## src/sme_pkg.sv

```systemverilog
package sme_pkg;

  localparam int unsigned WordW = 64;

  // Opcodes of the instruction stream.
  localparam logic [4:0] OP_POP     = 5'd0;
  localparam logic [4:0] OP_PUSH_B  = 5'd1;
  localparam logic [4:0] OP_PUSH_H  = 5'd2;
  localparam logic [4:0] OP_PUSH_W  = 5'd3;
  localparam logic [4:0] OP_PUSH_D  = 5'd4;
  localparam logic [4:0] OP_LOAD    = 5'd5;
  localparam logic [4:0] OP_SAVE    = 5'd6;
  localparam logic [4:0] OP_ADD     = 5'd7;
  localparam logic [4:0] OP_SUB     = 5'd8;
  localparam logic [4:0] OP_MUL     = 5'd9;
  localparam logic [4:0] OP_DIV     = 5'd10;
  localparam logic [4:0] OP_JMP     = 5'd12;
  localparam logic [4:0] OP_TERM    = 5'd21;

  typedef enum logic [2:0] {
    ST_OK    = 3'd0,
    ST_UNDER = 3'd1,
    ST_OVER  = 3'd2,
    ST_DIVZ  = 3'd3,
    ST_IGN   = 3'd4
  } status_e;

  // Work that remains after decode.
  typedef enum logic [2:0] {
    PATH_DONE = 3'd0,
    PATH_WB   = 3'd1,
    PATH_MUL  = 3'd2,
    PATH_DIV  = 3'd3,
    PATH_LOAD = 3'd4,
    PATH_SAVE = 3'd5
  } path_e;

  typedef struct packed {
    logic [4:0]        action;
    logic signed [63:0] immediate;
  } instr_t;

  typedef struct packed {
    logic signed [63:0] top_value;
    logic [8:0]         stack_depth;
    logic               jump_taken;
    logic [31:0]        jump_target;
    logic               finished;
    status_e            status;
  } result_t;

  typedef struct packed {
    logic accept;
    logic decode;
    logic mul;
    logic memop;
    logic wb;
    logic finish;
  } ctrl_cmd_t;

  typedef struct packed {
    logic  clr_done;
    path_e path;
    logic  need_mod;
    logic  mul_done;
    logic  div_done;
    logic  out_free;
  } dp_stat_t;

endpackage

```

## src/sme_ctrl.sv

```systemverilog
module sme_ctrl (
  input  logic               clk_i,
  input  logic               rst_ni,
  input  logic               in_valid_i,
  output logic               in_ready_o,
  input  sme_pkg::dp_stat_t  stat_i,
  output sme_pkg::ctrl_cmd_t cmd_o
);
  import sme_pkg::*;

  typedef enum logic [8:0] {
    S_CLEAR  = 9'b000000001,
    S_IDLE   = 9'b000000010,
    S_DECODE = 9'b000000100,
    S_MUL    = 9'b000001000,
    S_DIV    = 9'b000010000,
    S_MEMOP  = 9'b000100000,
    S_WB     = 9'b001000000,
    S_DONE   = 9'b010000000,
    S_SPARE  = 9'b100000000
  } state_e;

  state_e state_q, state_d;

  always_comb begin
    state_d = state_q;
    case (state_q)
      S_CLEAR: if (stat_i.clr_done) state_d = S_IDLE;
      S_IDLE:  if (in_valid_i) state_d = S_DECODE;
      S_DECODE: begin
        case (stat_i.path)
          PATH_WB:   state_d = S_WB;
          PATH_MUL:  state_d = S_MUL;
          PATH_DIV:  state_d = S_DIV;
          PATH_LOAD, PATH_SAVE: state_d = stat_i.need_mod ? S_DIV : S_MEMOP;
          default:   state_d = S_DONE;
        endcase
      end
      S_MUL: if (stat_i.mul_done) state_d = S_WB;
      S_DIV: begin
        if (stat_i.div_done) state_d = (stat_i.path == PATH_DIV) ? S_WB : S_MEMOP;
      end
      S_MEMOP: state_d = (stat_i.path == PATH_LOAD) ? S_WB : S_DONE;
      S_WB:    state_d = S_DONE;
      S_DONE:  if (stat_i.out_free) state_d = S_IDLE;
      default: state_d = S_IDLE;
    endcase
  end

  always_ff @(posedge clk_i or negedge rst_ni) begin
    if (!rst_ni) state_q <= S_CLEAR;
    else state_q <= state_d;
  end

  assign in_ready_o   = (state_q == S_IDLE);
  assign cmd_o.accept = (state_q == S_IDLE) && in_valid_i;
  assign cmd_o.decode = (state_q == S_DECODE);
  assign cmd_o.mul    = (state_q == S_MUL);
  assign cmd_o.memop  = (state_q == S_MEMOP);
  assign cmd_o.wb     = (state_q == S_WB);
  assign cmd_o.finish = (state_q == S_DONE);
endmodule

```

## config.mk

```make
export PLATFORM = sky130hd
export DESIGN_NAME = sme_ctrl
export DESIGN_NICKNAME = d
export VERILOG_FILES = /design/src/sme_pkg.sv /design/src/sme_ctrl.sv
export SDC_FILE = /design/constraint.sdc
export NUM_CORES = 1
export LEC_CHECK = 0
export ABC_CLOCK_PERIOD_IN_PS = 2800
export BUFFER_PORTS_ARGS = -buffer_cell sky130_fd_sc_hd__buf_2
export CORE_AREA = 4 4 41 43
export CTS_BUF_LIST = sky130_fd_sc_hd__clkbuf_4 sky130_fd_sc_hd__clkbuf_8
export DETAILED_ROUTE_END_ITERATION = 16
export DIE_AREA = 0 0 45 47
export PLACE_DENSITY = 0.7
export SLEW_MARGIN = 15
export SYNTH_ARGS = -nofsm -noshare
export SYNTH_HDL_FRONTEND = slang
export SYNTH_SLANG_ARGS = --single-unit
```

## constraint.sdc

```tcl
create_clock -name clk_i -period 2.8 [get_ports clk_i]
set_clock_uncertainty 0.2 [all_clocks]
set_input_delay 0.42 -clock clk_i [delete_from_list [all_inputs] [get_ports clk_i]]
set_output_delay 0.42 -clock clk_i [all_outputs]
set_load 0.005 [all_outputs]
```

* Yosys cells after proc, flatten, opt, wreduce, memory -nomap -nowiden
Index checks and enable logic that the tools add are counted.
** Cells by class
- Muxes and demuxes :: 10
- Eq/ne operators :: 18
- Reduce and logical (&&, ||, !) cells :: 3
** Operators with widths (count)
- $pmux 9 s8 :: 1
- $mux 9 :: 5
- $pmux 8 s4 :: 1
- $ne 2x2->1 const B :: 5
- $eq 9x1->1 const B :: 1
- $eq 9x2->1 const B :: 1
- $eq 9x3->1 const B :: 1
- $eq 9x4->1 const B :: 1
- $eq 9x5->1 const B :: 1
- $eq 9x6->1 const B :: 1
- $eq 9x7->1 const B :: 1
- $eq 9x8->1 const B :: 1
- $mux 8 :: 1
- $mux 7 :: 1
- $eq 3x2->1 const B :: 2
- $eq 3x3->1 const B :: 2
- $mux 6 :: 1
- $reduce_and 5->1 :: 1
- $eq 3x1->1 const B :: 1
- $reduce_or 2->1 :: 1
- $logic_and 1x1->1 :: 1
** Word-level totals
- Word-level logic and storage cells :: 32
- Output and inout bits :: 7
- Register bits after elaboration :: 9
- Input port bits :: 11

* Longest topological paths before layout
- Depth after elaboration :: 4
- Depth in mapped cells :: 4
- Gate-level depth less buffers :: 4

* Worst setup path before layout
No wires, ideal clock.
- Kind :: flip-flop to output port
- Start point :: reg state_q[1]
- End point :: out cmd_o[1] (netlist bit)
- Arrival :: 1.699 ns
- Cell stages (with the launch flop) :: 4
- Path slack :: 0.481 ns
- Path through :: dfrtp_1 -> or4_1 -> or4b_2 -> inv_1
** RTL lines
- start, declared :: RTL line sme_ctrl.sv:23 : state_e state_q, state_d;
- start signal, assigned :: RTL line sme_ctrl.sv:52 : else state_q <= state_d;
- end, declared :: RTL line sme_ctrl.sv:7 : output sme_pkg::ctrl_cmd_t cmd_o

==> impl_summary.txt <==
----------------------------------------------------
[STA]
  Max Slew Vio Count ... 0
  Worst relative slew slack ... 0.689
  Setup violation total in the final timing report ... 0
  Accumulated negative setup slack ... 0 ns
  Highest clock frequency the design can meet ... 368 MHz
  Time the final worst path needs with I/O delays and setup ... 2.71 ns
  Final Hold Fails ... 0
  RSZ-0062 raised after global routing ... no
  Worst Tran Pin Value ... 0.462 ns
  Final Cycle Share ... 0.969

[Clock tree]
  Root Driver ... sky130_fd_sc_hd__clkbuf_4
  Total clock sinks ... 8
  CTS tree ... built
  H-Tree Depth ... 1
  Number of buffers inserted to repair setup after CTS ... 0
  Clock Latency Late Sink ... 0.26 ns
  Maximum clock insertion buffer count ... 2
  Clock input transition at the sequential cells of the worst setup and hold paths ... 0.05 ns
  Clock buffers created by TritonCTS ... 3

[Run status]
  Run status ... finished clean

[Setup path]
  Arrival @ worst endpoint ... 2.09 ns
  Critical Path Source Type ... register
  Required time of the critical path ... 2.18 ns
  Crit-path cells ... or4_4 > or4b_2 > inv_1 > buf_2
  Critical path's slowest cell ... sky130_fd_sc_hd__or4b_2
  Crit path capture type ... output pin
  Worst setup path category ... reg -> out
  Highest cell delay on the worst timing path ... 0.64 ns
  R2r worst-path depth ... 4
  Largest driver fanout on the critical path ... 9

[Yosys]
  Predominant post-synthesis flop cell ... sky130_fd_sc_hd__dfrtp_1
  Post-synthesis area per instance ... 9.23 µm²
  Flip-flop and latch count after synthesis ... 8
  Synth Instances ... 64
  Total standard cell area after synthesis ... 591 µm²
  Count of flip-flops with a built-in enable after synthesis ... 0
  Total number of yosys warnings ... 0
  Share of synthesized area occupied by flip-flops and latches ... 0.341
  Cell variety after synth ... 28
  Post-synth ARST share ... 1.00
  Nets in the synthesized netlist ... 75

[Drt]
  Drt first pass iters ... 5
  Routed vias ... 590
  DRC violations left ... 0
  Routed length per instance ... 14.6 µm
  Remaining antenna violation count after routing ... 0
  Post-detailed-routing wire length ... 1480 µm
  Iteration-0 DRC Markers ... 12
  Via-per-instance ratio ... 5.84

[Final layout]
  Register with the most flip-flops ... state_q
  Area growth from synthesis to layout ... 25.2%
  N_diodes ... 0
  Nets ... 98
  Largest register FFs ... 8
  Proportion of layout cells with a drive suffix above 1 ... 0.395
  Largest registers in the final layout ... state_q: 8 flops
  Post-layout utilization of the core ... 0.568
  Design Area, Final ... 739 µm²

[Power]
  Sequential group share of total power ... 0.320
  Design internal power ... 0.333 mW
  Net switching component of the power ... 0.209 mW
  Lkg Pwr ... 0.336 nW
  Power density relative to cell area ... 733 nW/µm²
  Proportion of power drawn by combinational gates ... 0.483
  IR Drop Worst-Case VDD ... 0.000357 V
  Clock power frac ... 0.197
  Switching fraction of total power ... 0.386

[GRT]
  Number of global-route vias before repair ... 550
  Total track usage ... 0.167
  Largest net degree at the start of global routing ... 10
  Number of antenna violations at the first check in global routing ... 0
  Global-route wire length before repair ... 2420 µm
  Final global-route overflow total ... 0

[Run]
  Maximum Capacitance Violations ... 0

[Placed design]
  Final HPWL DP ... 1200 µm
  Number of I/O port buffers ... 17
  Final Wtd Congestion ... 0.839
  Placed Area ... 694 µm²

[Floorplanning]
  Die Area ... 2120 µm²
  Count of standard-cell rows ... 13
  Core area ... 1300 µm²
  Vertical extent of the die ... 47 µm
  Die extent in x ... 45 µm
  Starting Density ... 0.454
  I/O pin cnt ... 18

[Min path]
  Hold Path Cell Cnt ... 2
  Path type of the worst min-delay path ... in -> reg

----------------------------------------------------
per-layer routing:
layer | up-vias | wire length (µm) | track usage
met1 | 264 | 665 | 0.217
met5 | - | 0 | 0
li1 | 296 | - | -
met2 | 23 | 646 | 0.240
met3 | 7 | 102 | 0.0153
met4 | 0 | 65 | 0.164
Yosys cell counts, types with 3 or more instances:
master,instances,area [µm²]
sky130_fd_sc_hd__nand2b_1,8,50.1
sky130_fd_sc_hd__inv_1,3,11.3
sky130_fd_sc_hd__nor3_1,3,15.0
sky130_fd_sc_hd__o32ai_1,3,26.3
sky130_fd_sc_hd__or3_1,3,18.8
sky130_fd_sc_hd__nor2_1,3,11.3
sky130_fd_sc_hd__a21oi_1,3,15.0
sky130_fd_sc_hd__dfrtp_1,7,175
sky130_fd_sc_hd__or4b_2,5,50.1
layout by cell type, fill, tap and decap left out, drive strengths merged:
master	instances
o32ai	3
and3	1
nor2	3
nor4	2
dfstp	1
o21ai	2
o311ai	1
nand2	1
o21a	2
nand3	1
o41ai	1
or2b	1
nand2b	8
a311o	1
or4b	5
and2	2
a21oi	4
nor3	3
or4	4
or3b	1
a21o	1
clkbuf	4
or2	1
or3	3
inv	3
buf	17
dlygate4sd3	1
dfrtp	7
nand3b	2
cells by family (layout without fill, tap and decap cells):
kind of cell,after synthesis,count (layout),share of synthesized area
buf+inv,3,25,0.0191
compound gates,15,15,0.199
simple gates,38,38,0.441
flops,8,8,0.341
layout make-up:
type / instances / area, µm²
clock buffers: 4 / 30.0
fillers: 131 / 562
inverters: 3 / 11.3
multi-input cells: 53 / 382
flip-flops and latches: 8 / 203
well taps: 15 / 18.8
repair buffers: 18 / 95.1
worst max-delay path: cells and delay by family, from the launching register on:
| kind | cells | cell delay [ns] |
|---|---|---|
| buffers and inverters | 2 | 0.20 |
| flip-flops | 1 | 0.45 |
| AND/OR/NAND/NOR | 2 | 1.19 |
stage by stage:
stage / hold WS, ns / cells / worst slack [ns] / power, mW
after floorplan: -0.0756 / 64 / 0.481 / 0.343
after global placement: 0.0658 / 96 / 0.344 / 0.422
after detailed placement: 0.0688 / 96 / 0.308 / 0.426
after CTS: 0.176 / 101 / 0.0234 / 0.536
after global routing: 0.178 / 101 / 0.00594 / 0.586
final: 0.181 / 101 / 0.0855 / 0.542
worst paths after layout:
path	start	end	slack, ns
max	state_q[1]$_DFFE_PN0P_	cmd_o[1]	0.09
min	stat_i[2]	state_q[3]$_DFFE_PN0P_	0.18
max reg2reg	state_q[1]$_DFFE_PN0P_	state_q[1]$_DFFE_PN0P_	0.47
min reg2reg	state_q[2]$_DFFE_PN0P_	state_q[0]$_DFFE_PN1P_	0.34
max in group asynchronous	rst_ni	state_q[0]$_DFFE_PN1P_	1.83
min in group asynchronous	rst_ni	state_q[6]$_DFFE_PN0P_	0.33
power by group through the flow:
stage,Combinational (mW),Sequential [mW],Clock [mW]
final,0.262,0.174,0.107
after global routing,0.294,0.177,0.114
after CTS,0.256,0.170,0.110
after detailed placement,0.254,0.172,0
after global placement,0.253,0.168,0
after floorplan,0.181,0.162,0
timing repair:
action | 4_1_cts | 5_1_grt
hold endpoints to repair | 7 | 0
resized for setup | 0 | 2
setup endpoints to repair | 0 | 1
hold buffers | 1 | 0
No activity file was read; power rests on OpenSTA's default activity.
